## config.mk

```make
export PLATFORM = sky130hd
export DESIGN_NAME = worst_fit_block_allocator_unit
export DESIGN_NICKNAME = d
export VERILOG_FILES = /design/src/sv/wfba_pkg.sv /design/src/sv/wfba_ram.sv /design/src/sv/worst_fit_block_allocator_unit.sv
export SDC_FILE = /design/constraint.sdc
export NUM_CORES = 2
export LEC_CHECK = 0
export ABC_AREA = 1
export BUFFER_PORTS_ARGS = -buffer_cell sky130_fd_sc_hd__buf_4
export CAP_MARGIN = 25
export CORE_ASPECT_RATIO = 1.75
export CORE_MARGIN = 2
export CORE_UTILIZATION = 40
export DETAILED_ROUTE_END_ITERATION = 16
export HOLD_SLACK_MARGIN = 0.05
export MAX_ROUTING_LAYER = met4
export PLACE_DENSITY_LB_ADDON = 0.05
export SYNTH_ARGS = -nofsm -noshare
export SYNTH_HDL_FRONTEND = slang
export SYNTH_SLANG_ARGS = --single-unit
```

## constraint.sdc

```tcl
create_clock -name aclk -period 7.8 [get_ports aclk]
set_input_delay 0.78 -clock aclk [delete_from_list [all_inputs] [get_ports aclk]]
set_output_delay 0.78 -clock aclk [all_outputs]
set_load 0.05 [all_outputs]
```

## src/sv/wfba_pkg.sv

```systemverilog
// Package for the worst-fit block allocator: widths, commands and shared types.
package wfba_pkg;

    localparam int MaxBlocksDefault = 32;
    localparam int MaxGapsDefault   = 33;
    localparam int AddrBitsDefault  = 16;

    localparam int CmdW  = 3;
    localparam int SizeW = 17;
    localparam int AddrW = 16;

    typedef enum logic [CmdW-1:0] {
        CMD_ALLOC  = 3'd0,
        CMD_FREE   = 3'd1,
        CMD_LOOKUP = 3'd2,
        CMD_EXACT  = 3'd3,
        CMD_CLEAR  = 3'd4
    } cmd_t;

endpackage

```

## src/sv/wfba_ram.sv

```systemverilog
// Generic single-port-write, single-port-read RAM with registered read data.
module wfba_ram #(
    parameter int WIDTH = 16,
    parameter int DEPTH = 32
) (
    input  logic                     aclk,
    input  logic                     we,
    input  logic [$clog2(DEPTH)-1:0] waddr,
    input  logic [WIDTH-1:0]         wdata,
    input  logic [$clog2(DEPTH)-1:0] raddr,
    output logic [WIDTH-1:0]         rdata
);
    logic [WIDTH-1:0] mem [DEPTH];

    // Write port and registered read port.
    always_ff @(posedge aclk) begin
        if (we) begin
            mem[waddr] <= wdata;
        end
        rdata <= mem[raddr];
    end
endmodule

```

## src/sv/worst_fit_block_allocator_unit.sv

```systemverilog
// Top level of the worst-fit block allocator with coalescing free.
//
//  channel   dir  payload
//  s_axis    in   tdata = command, req_size, req_addr (36 bits, 40 packed)
//  m_axis    out  tdata = ok, block_addr, offset, free_words, top_address (67 bits, 72 packed)
//  cfg       in   cfg_wr_en / cfg_wr_data = total_size
//
// A command that needs no table walk passes from its transfer through S_DISP, S_TOP,
// S_TOPW and S_OUT to a valid result; the longest commands are allocs that scan the
// gaps, shift the block table and close an exhausted gap. A scan step takes one cycle
// per entry; a move or compare step waits for the registered RAM read.
// Reset (aresetn low, synchronous) empties the block table and leaves one gap over the
// full span; no clearing pass is needed, since entries above the counts are never used.
// s_axis_tready stays low while a command runs and while a result waits on m_axis.
module worst_fit_block_allocator_unit #(
    parameter int MAX_BLOCKS = wfba_pkg::MaxBlocksDefault,
    parameter int MAX_GAPS   = wfba_pkg::MaxGapsDefault
) (
    input  logic        aclk,
    input  logic        aresetn,
    input  logic        s_axis_tvalid,
    output logic        s_axis_tready,
    // command [2:0], req_size [19:3], req_addr [35:20], zero fill
    input  logic [39:0] s_axis_tdata,
    output logic        m_axis_tvalid,
    input  logic        m_axis_tready,
    // ok [0], block_addr [16:1], offset [32:17], free_words [49:33],
    // top_address [66:50], zero fill
    output logic [71:0] m_axis_tdata,
    input  logic        cfg_wr_en,
    input  logic [16:0] cfg_wr_data
);
    import wfba_pkg::*;

    localparam int ADDR_BITS = AddrBitsDefault;
    localparam int BI = $clog2(MAX_BLOCKS);
    localparam int GI = $clog2(MAX_GAPS);
    localparam int BC = $clog2(MAX_BLOCKS + 1);
    localparam int GC = $clog2(MAX_GAPS + 1);
    localparam int LW = ADDR_BITS + 1;
    localparam logic [LW-1:0] Span = LW'(1) << ADDR_BITS;

    typedef enum logic [12:0] {
        S_IDLE   = 13'b0000000000001,
        S_DISP   = 13'b0000000000010,
        S_GSCAN  = 13'b0000000000100,
        S_BSHIFT = 13'b0000000001000,
        S_GDEL   = 13'b0000000010000,
        S_BFIND  = 13'b0000000100000,
        S_GFIND  = 13'b0000001000000,
        S_GINS   = 13'b0000010000000,
        S_BDEL   = 13'b0000100000000,
        S_LOOK   = 13'b0001000000000,
        S_TOP    = 13'b0010000000000,
        S_TOPW   = 13'b0100000000000,
        S_OUT    = 13'b1000000000000
    } state_t;

    state_t state_reg, state_next;

    // Command registers.
    logic [CmdW-1:0]      cmd_reg;
    logic [LW-1:0]        size_reg;
    logic [ADDR_BITS-1:0] addr_reg;
    logic [LW-1:0]        total_reg, used_reg, used_next;
    logic [BC-1:0]        bcnt_reg, bcnt_next;
    logic [GC-1:0]        gcnt_reg, gcnt_next;
    logic [GC-1:0]        gi_reg, gi_next;
    logic [BC-1:0]        bi_reg, bi_next;
    logic                 rv_reg, rv_next; // read data of this cycle is valid
    logic [GI-1:0]        best_reg, best_next;
    logic [LW-1:0]        bestlen_reg, bestlen_next;
    logic [ADDR_BITS-1:0] bestbase_reg, bestbase_next;
    logic [LW-1:0]        flen_reg, flen_next;
    logic                 ok_reg, ok_next;
    logic [ADDR_BITS-1:0] baddr_reg, baddr_next;
    logic [ADDR_BITS-1:0] off_reg, off_next;
    logic [LW-1:0]        top_reg, top_next;
    logic                 mval_reg, mval_next;

    // RAM ports.
    logic                 bw, gw;
    logic [BI-1:0]        bwa, bra;
    logic [GI-1:0]        gwa, gra;
    logic [ADDR_BITS-1:0] bwb, gwb, brb, grb;
    logic [LW-1:0]        bwl, gwl, brl, grl;

    wfba_ram #(.WIDTH(ADDR_BITS), .DEPTH(MAX_BLOCKS)) u_bbase (
        .aclk, .we(bw), .waddr(bwa), .wdata(bwb), .raddr(bra), .rdata(brb));
    wfba_ram #(.WIDTH(LW), .DEPTH(MAX_BLOCKS)) u_blen (
        .aclk, .we(bw), .waddr(bwa), .wdata(bwl), .raddr(bra), .rdata(brl));
    wfba_ram #(.WIDTH(ADDR_BITS), .DEPTH(MAX_GAPS)) u_gbase (
        .aclk, .we(gw), .waddr(gwa), .wdata(gwb), .raddr(gra), .rdata(grb));
    wfba_ram #(.WIDTH(LW), .DEPTH(MAX_GAPS)) u_glen (
        .aclk, .we(gw), .waddr(gwa), .wdata(gwl), .raddr(gra), .rdata(grl));

    // Gap entry zero is stored in a register so that reset and clear set it at once.
    logic [ADDR_BITS-1:0] g0b_reg, g0b_next;
    logic [LW-1:0]        g0l_reg, g0l_next;
    logic [GI-1:0]        gra_q;
    logic [ADDR_BITS-1:0] gb_rd;
    logic [LW-1:0]        gl_rd;
    assign gb_rd = (gra_q == '0) ? g0b_reg : grb;
    assign gl_rd = (gra_q == '0) ? g0l_reg : grl;

    logic [LW-1:0]        gend;
    logic [LW-1:0]        cfg_sat;
    assign gend    = LW'(gb_rd) + gl_rd;
    assign cfg_sat = (cfg_wr_data > Span) ? Span : cfg_wr_data;

    assign s_axis_tready = (state_reg == S_IDLE) && !mval_reg;
    assign m_axis_tvalid = mval_reg;
    assign m_axis_tdata  = {5'd0, 17'(top_reg), 17'(total_reg - used_reg),
                            AddrW'(off_reg), AddrW'(baddr_reg), ok_reg};

    // Sequencer.
    always_comb begin
        state_next = state_reg; used_next = used_reg; bcnt_next = bcnt_reg;
        gcnt_next = gcnt_reg; gi_next = gi_reg; bi_next = bi_reg; rv_next = 1'b0;
        best_next = best_reg; bestlen_next = bestlen_reg; bestbase_next = bestbase_reg;
        flen_next = flen_reg; ok_next = ok_reg; baddr_next = baddr_reg; off_next = off_reg;
        top_next = top_reg; mval_next = mval_reg;
        g0b_next = g0b_reg; g0l_next = g0l_reg;
        bw = 1'b0; bwa = '0; bwb = '0; bwl = '0; bra = '0;
        gw = 1'b0; gwa = '0; gwb = '0; gwl = '0; gra = '0;
        if (mval_reg && m_axis_tready) begin
            mval_next = 1'b0;
        end
        unique case (state_reg)
            S_IDLE: begin
                if (s_axis_tvalid && s_axis_tready) begin
                    state_next = S_DISP;
                end
            end
            S_DISP: begin
                ok_next = 1'b0; baddr_next = '0; off_next = '0;
                gi_next = '0; bi_next = '0;
                bestlen_next = '0; best_next = '0;
                if (cmd_reg == CMD_ALLOC) begin
                    if (size_reg == '0 || size_reg > total_reg - used_reg ||
                        gcnt_reg == '0 || bcnt_reg >= BC'(MAX_BLOCKS)) begin
                        state_next = S_TOP;
                    end else begin
                        state_next = S_GSCAN;
                    end
                end else if (cmd_reg == CMD_FREE) begin
                    state_next = S_BFIND;
                end else if (cmd_reg == CMD_LOOKUP || cmd_reg == CMD_EXACT) begin
                    state_next = S_LOOK;
                end else if (cmd_reg == CMD_CLEAR) begin
                    bcnt_next = '0; used_next = '0;
                    g0b_next = '0; g0l_next = total_reg;
                    gcnt_next = (total_reg != '0) ? GC'(1) : '0;
                    ok_next = 1'b1;
                    state_next = S_TOP;
                end else begin
                    state_next = S_TOP;
                end
            end
            // Find the first largest gap, one entry per cycle.
            S_GSCAN: begin
                gra = GI'(gi_reg);
                if (rv_reg) begin
                    if (gi_reg == GC'(1) || gl_rd > bestlen_reg) begin
                        bestlen_next = gl_rd; bestbase_next = gb_rd;
                        best_next = GI'(gi_reg - GC'(1));
                    end
                end
                if (gi_reg < gcnt_reg) begin
                    gi_next = gi_reg + GC'(1); rv_next = 1'b1;
                end else if (rv_reg) begin
                    state_next = S_GSCAN; // wait for the last read data
                end else if (size_reg > bestlen_reg) begin
                    state_next = S_TOP;
                end else begin
                    bi_next = bcnt_reg; state_next = S_BSHIFT;
                end
            end
            // Insertion into the block table from the top down.
            S_BSHIFT: begin
                bra = BI'(bi_reg - BC'(1));
                if (!rv_reg && bi_reg != '0) begin
                    rv_next = 1'b1;
                end else if (rv_reg && brb > bestbase_reg) begin
                    bw = 1'b1; bwa = BI'(bi_reg); bwb = brb; bwl = brl;
                    bi_next = bi_reg - BC'(1);
                end else begin
                    bw = 1'b1; bwa = BI'(bi_reg); bwb = bestbase_reg; bwl = size_reg;
                    bcnt_next = bcnt_reg + BC'(1);
                    used_next = used_reg + size_reg;
                    ok_next = 1'b1; baddr_next = bestbase_reg;
                    if (size_reg < bestlen_reg) begin
                        gw = 1'b1; gwa = best_reg;
                        gwb = bestbase_reg + ADDR_BITS'(size_reg);
                        gwl = bestlen_reg - size_reg;
                        if (best_reg == '0) begin
                            g0b_next = gwb; g0l_next = gwl;
                        end
                        state_next = S_TOP;
                    end else begin
                        gi_next = GC'(best_reg) + GC'(1);
                        state_next = S_GDEL;
                    end
                end
            end
            // Remove an exhausted gap by moving the tail down.
            S_GDEL: begin
                gra = GI'(gi_reg);
                if (gi_reg >= gcnt_reg) begin
                    gcnt_next = gcnt_reg - GC'(1); state_next = S_TOP;
                end else if (!rv_reg) begin
                    rv_next = 1'b1;
                end else begin
                    gw = 1'b1; gwa = GI'(gi_reg - GC'(1)); gwb = gb_rd; gwl = gl_rd;
                    if (gi_reg == GC'(1)) begin
                        g0b_next = gb_rd; g0l_next = gl_rd;
                    end
                    gi_next = gi_reg + GC'(1);
                end
            end
            // Free: find the block by base.
            S_BFIND: begin
                bra = BI'(bi_reg);
                if (bi_reg >= bcnt_reg) begin
                    state_next = S_TOP;
                end else if (!rv_reg) begin
                    rv_next = 1'b1;
                end else if (brb == addr_reg) begin
                    flen_next = brl; gi_next = '0; state_next = S_GFIND;
                end else begin
                    bi_next = bi_reg + BC'(1);
                end
            end
            // Free: find the first gap that ends at or past the address; grow it or insert a new gap.
            S_GFIND: begin
                gra = GI'(gi_reg);
                if (gi_reg < gcnt_reg && !rv_reg) begin
                    rv_next = 1'b1;
                end else if (gi_reg < gcnt_reg && LW'(addr_reg) > gend) begin
                    gi_next = gi_reg + GC'(1);
                end else if (gi_reg < gcnt_reg && LW'(addr_reg) == gend) begin
                    gw = 1'b1; gwa = GI'(gi_reg); gwb = gb_rd; gwl = gl_rd + flen_reg;
                    if (gi_reg == '0) begin
                        g0l_next = gwl;
                    end
                    state_next = S_BDEL; bi_next = bi_reg + BC'(1);
                end else if (gi_reg < gcnt_reg &&
                             LW'(addr_reg) + flen_reg == LW'(gb_rd)) begin
                    gw = 1'b1; gwa = GI'(gi_reg); gwb = addr_reg; gwl = gl_rd + flen_reg;
                    if (gi_reg == '0) begin
                        g0b_next = gwb; g0l_next = gwl;
                    end
                    state_next = S_BDEL; bi_next = bi_reg + BC'(1);
                end else if (gcnt_reg >= GC'(MAX_GAPS)) begin
                    state_next = S_TOP;
                end else begin
                    best_next = GI'(gi_reg); gi_next = gcnt_reg;
                    state_next = S_GINS;
                end
            end
            // Free: open a slot in the gap list from the top down.
            S_GINS: begin
                gra = GI'(gi_reg - GC'(1));
                if (gi_reg > GC'(best_reg)) begin
                    if (!rv_reg) begin
                        rv_next = 1'b1;
                    end else begin
                        gw = 1'b1; gwa = GI'(gi_reg); gwb = gb_rd; gwl = gl_rd;
                        gi_next = gi_reg - GC'(1);
                    end
                end else begin
                    gw = 1'b1; gwa = best_reg; gwb = addr_reg; gwl = flen_reg;
                    if (best_reg == '0) begin
                        g0b_next = addr_reg; g0l_next = flen_reg;
                    end
                    gcnt_next = gcnt_reg + GC'(1);
                    state_next = S_BDEL; bi_next = bi_reg + BC'(1);
                end
            end
            // Free: close the block table over the freed entry.
            S_BDEL: begin
                bra = BI'(bi_reg);
                if (bi_reg >= bcnt_reg) begin
                    bcnt_next = bcnt_reg - BC'(1);
                    used_next = used_reg - flen_reg;
                    ok_next = 1'b1; baddr_next = addr_reg;
                    state_next = S_TOP;
                end else if (!rv_reg) begin
                    rv_next = 1'b1;
                end else begin
                    bw = 1'b1; bwa = BI'(bi_reg - BC'(1)); bwb = brb; bwl = brl;
                    bi_next = bi_reg + BC'(1);
                end
            end
            // Lookups walk the block table in base order.
            S_LOOK: begin
                bra = BI'(bi_reg);
                if (bi_reg >= bcnt_reg) begin
                    state_next = S_TOP;
                end else if (!rv_reg) begin
                    rv_next = 1'b1;
                end else if ((cmd_reg == CMD_EXACT && brb == addr_reg) ||
                             (cmd_reg == CMD_LOOKUP && addr_reg >= brb &&
                              LW'(addr_reg) < LW'(brb) + brl)) begin
                    ok_next = 1'b1; baddr_next = brb;
                    off_next = (cmd_reg == CMD_LOOKUP) ? addr_reg - brb : '0;
                    state_next = S_TOP;
                end else begin
                    bi_next = bi_reg + BC'(1);
                end
            end
            // Read the highest block for the top address.
            S_TOP: begin
                bra = BI'(bcnt_reg - BC'(1));
                state_next = S_TOPW;
            end
            S_TOPW: begin
                top_next = (bcnt_reg == '0) ? '0 : LW'(brb) + brl;
                state_next = S_OUT;
            end
            S_OUT: begin
                if (!mval_reg) begin
                    mval_next = 1'b1; state_next = S_IDLE;
                end
            end
            default: state_next = S_IDLE;
        endcase
    end

    // Control registers.
    always_ff @(posedge aclk) begin
        if (!aresetn) begin
            state_reg <= S_IDLE; mval_reg <= 1'b0; total_reg <= Span;
            bcnt_reg <= '0; gcnt_reg <= GC'(1); used_reg <= '0;
            g0b_reg <= '0; g0l_reg <= Span; rv_reg <= 1'b0;
        end else if (cfg_wr_en) begin
            total_reg <= cfg_sat; bcnt_reg <= '0; used_reg <= '0;
            g0b_reg <= '0; g0l_reg <= cfg_sat;
            gcnt_reg <= (cfg_sat != '0) ? GC'(1) : '0;
            mval_reg <= mval_next; state_reg <= state_next; rv_reg <= rv_next;
        end else begin
            state_reg <= state_next; mval_reg <= mval_next; bcnt_reg <= bcnt_next;
            gcnt_reg <= gcnt_next; used_reg <= used_next; rv_reg <= rv_next;
            g0b_reg <= g0b_next; g0l_reg <= g0l_next;
        end
    end

    // Payload and working registers.
    always_ff @(posedge aclk) begin
        if (s_axis_tvalid && s_axis_tready) begin
            cmd_reg  <= s_axis_tdata[2:0];
            size_reg <= LW'(s_axis_tdata[19:3]);
            addr_reg <= ADDR_BITS'(s_axis_tdata[35:20]);
        end
        gra_q <= gra;
        gi_reg <= gi_next; bi_reg <= bi_next; best_reg <= best_next;
        bestlen_reg <= bestlen_next; bestbase_reg <= bestbase_next;
        flen_reg <= flen_next; ok_reg <= ok_next; baddr_reg <= baddr_next;
        off_reg <= off_next; top_reg <= top_next;
    end
endmodule

```

==> flow_summary_export.csv <==
group,metric,value,unit
drt,wl,442,mm
drt,routed.top_layer,"met4",
floorplan,design.core.area,279000,um^2
sta,fmax,0.137,GHz
critical_path,crit_path_start_kind,"flip-flop",
drt,met3_length,15.9,mm
hold_path,hold_start,"aresetn",
placed_design,dp.cells,13897,
cells_and_area,syn2layout_area_growth,15.5,%
critical_path,critPathMaxStageDelay,620,ps
drt,num_vias,80388,
critical_path,r2r_end,"u_glen.mem[0][6]",
cells_and_area,fin_nets,10884,
logic_synthesis,syn-instance-count,10217,
placed_design,portBuffers,126,
critical_path,critPathCaptureType,"flip-flop",
cells_and_area,fin_cells,14387,
floorplan,die-area,285000,um^2
floorplan,die_height,704,um
critical_path,critPathKind,"reg -> reg",
clocking,cts_setup_buffers,0,
sta,clock_skew,64.0,ps
clocking,numCtsBuffers,236,
power_and_ir_drop,p_leak,47.8,nW
logic_synthesis,postSynthAreaPerCell,11.0,um^2
global_routing,grt_max_degree,152,
hold_path,hold_end,"state_reg[0]",
sta,fin_crit_sh,0.939,
drt,wire_per_inst,30.7,um
power_and_ir_drop,pwr_density_cell,260,nW/um^2
logic_synthesis,ys_types,62,
critical_path,path_max_fanout,21,
global_routing,grt_pass1_wl,612,mm
power_and_ir_drop,power_switching,10.5,mW
clocking,clk_latency,960,ps
power_and_ir_drop,swShare,0.311,
floorplan,die_x,404,um
logic_synthesis,ys.warnings.count,0,
clocking,cts_tree,"done",
clocking,cts.sinks,2465,
outcome,outcome,"complete, no violations",
global_routing,grt_pass1_vias,79515,
power_and_ir_drop,irDropWorstVdd,0.000299,V
global_routing,grtUsageTotal,0.315,
clocking,cts-root-buf,"clkbuf_16",
sta,slew_headroom,0.156,
cells_and_area,final_cell_mix,"nand2_1, edfxtp_1, inv_1",
drt,drc,0,
sta,tns,0,ps
cells_and_area,drive_gt1_frac,0.111,
critical_path,worst-r2r-cell-count,35,
clocking,post_cts_resized,0,
critical_path,crit_buf_inv,10,
logic_synthesis,synthArstFlopShare,0,
sta,setup_viol,0,
drt,drtPass1Iterations,8,
global_routing,antenna_found_initial,17,
sta,rsz0062_at_grt,"false",
cells_and_area,fin_util,0.463,
power_and_ir_drop,p_int,23.2,mW
run,drv_cap,0,
clocking,path_clk_slew,70,ps
floorplan,io_pins,136,
drt,initialDrtViolationCount,5703,
clocking,htreeDepth,4,
critical_path,crit_path_start,"gra_q[3]",
logic_synthesis,netlist_area,112000,um^2
critical_path,rrSetupSlack,480,ps
drt,met2WireLength,237,mm
hold_path,hold_class,"in -> reg",
placed_design,gp_congestion,1.03,
cells_and_area,final_common_cell,"nand2_1",
critical_path,cp_top_family,"simple AND/OR/NAND/NOR gates",
cells_and_area,regMostFlops,"u_glen.mem",
floorplan,rows,257,
power_and_ir_drop,p_comb_frac,0.206,
critical_path,critical-path-slowest-cell,"a21oi_1",
cells_and_area,top_regs,"u_glen.mem x561, u_blen.mem x544, u_gbase.mem x528",
clocking,clk_path_buf_depth,4,
cells_and_area,largest_register_ffs,561,
sta,finalMaxSlewViolations,0,
logic_synthesis,yosysSeqAreaShare,0.646,
floorplan,start_util,0.401,
logic_synthesis,yosys_register_bits,2465,
sta,worst_pin_slew,1270,ps
drt,postRouteAntennaNets,0,
critical_path,cp_common_cell,"buf_4",
placed_design,hpwl,308,mm
logic_synthesis,synth_edf_count,2299,
power_and_ir_drop,clkPwrFrac,0.354,
sta,min_period,7320,ps
sta,report.final.hold_viol_count,0,
critical_path,r2r_start,"gra_q[3]",
critical_path,arrival,7900,ps
hold_path,hold_path_depth,2,
logic_synthesis,synthFlopType,"edfxtp_1",
drt,post_drt_via_cell_ratio,5.59,
power_and_ir_drop,pwr-share-seq,0.440,
global_routing,grt_overflow,0,
drt,wl_met1,149,mm
critical_path,required,8380,ps
==> kinds of logic (layout without fill, tap and decap cells) <==
logic type / Yosys count / after routing / synth area share
adder cells (fa/ha/maj): 268 / 268 / 0.0306
multiplexers: 265 / 265 / 0.0237
flip-flops: 2465 / 2465 / 0.646
XOR/XNOR: 99 / 99 / 0.00774
AO/OA/AOI/OAI: 1882 / 1882 / 0.104
other: 1 / 18 / 0.0000335
AND/OR/NAND/NOR: 3920 / 3920 / 0.142
buffers and inverters: 1317 / 1844 / 0.0466
==> power by group through the flow <==
| stage | Combinational [mW] | Sequential (mW) | Clock, mW |
|---|---|---|---|
| 2_1_floorplan | 3.87 | 15.0 | 0 |
| 3_3_place_gp | 6.90 | 15.1 | 0 |
| 3_5_place_dp | 6.90 | 15.1 | 0 |
| 4_1_cts | 6.95 | 14.8 | 12.1 |
| 5_1_grt | 7.49 | 14.8 | 12.6 |
| 6_report | 6.94 | 14.8 | 11.9 |
==> synthesized netlist by cell type, types with 9 or more instances <==
cell type	count	area (um^2)
nand2_1	2841	10700
edfxtp_1	2299	69000
inv_1	776	2910
o211ai_1	548	4110
o21ai_0	509	2550
nand3_1	462	2310
a21oi_1	397	1990
nor2_1	381	1430
clkbuf_1	307	1150
mux2i_1	265	2650
ha_1	258	3230
a31oi_1	181	1130
buf_2	167	836
dfxtp_1	166	3320
xor2_1	77	674
nand4_1	69	432
o22ai_1	59	369
nor3_1	57	285
o221ai_1	42	368
buf_1	35	131
or2_2	32	200
nor4_1	24	150
xnor2_1	22	193
a211oi_1	21	158
o2111ai_1	18	158
o21ai_1	18	90.1
nand2_2	17	106
o21a_1	17	128
o21bai_1	15	113
buf_4	12	90.1
inv_2	11	41.3
fa_1	10	200
a22oi_1	9	67.6
==> how the worst max path moves through the flow <==
| stage | end | slack, ps | cells past startpoint |
|---|---|---|---|
| 4_1_cts | u_glen.mem[16][11] | 430 | 35 |
| 5_1_grt | u_glen.mem[0][6] | 90 | 35 |
| 2_1_floorplan | u_gbase.mem[4][0] | 1030 | 30 |
| 3_3_place_gp | u_glen.mem[16][11] | 460 | 35 |
| 6_report | u_glen.mem[0][6] | 480 | 35 |
| 3_5_place_dp | u_gbase.mem[0][3] | 470 | 35 |
==> stage by stage <==
stage                     setup WS [ps]  hold slack (ps)  power (mW)  cell area (um^2)
after global placement              455              429        22.0            121000
after global routing               90.1              106        34.8            129000
after detailed placement            472              433        22.0            121000
final                               479              129        33.6            129000
after floorplan                    1030              419        18.8            112000
after CTS                           426             77.3        33.9            129000
==> worst register-to-register path: cells and delay by family (launching register included) <==
family	cells	cell delay, ps
adders and majority gates	3	770
and+or+nand+nor	16	2560
AOI/OAI and AO/OA	5	1380
buffers and inverters	10	1750
xor gates and xnor gates	1	190
DFF	1	310
==> what timing repair did <==
item,4_1_cts,5_1_grt
setup endpoints to repair,0,0
endpoints found under the hold margin,37,0
hold buffers,37,0
==> routing by layer <==
layer  GRT usage  vias up
met5           -        -
met4       0.230        0
met3      0.0365      993
met2       0.572     2302
met1       0.308    40190
li1            -    36903
==> cell type report <==
class,instances,area (um^2)
Sequential cell,2465,72400
Antenna cell,13,32.5
Tap cell,3626,4540
Clock buffer,286,6250
Inverter,793,3000
Fill cell,25595,150000
Clock inverter,146,1610
Multi-Input combinational cell,6439,35600
Timing Repair Buffer,619,6090
Power figures use the tool's default switching activity.
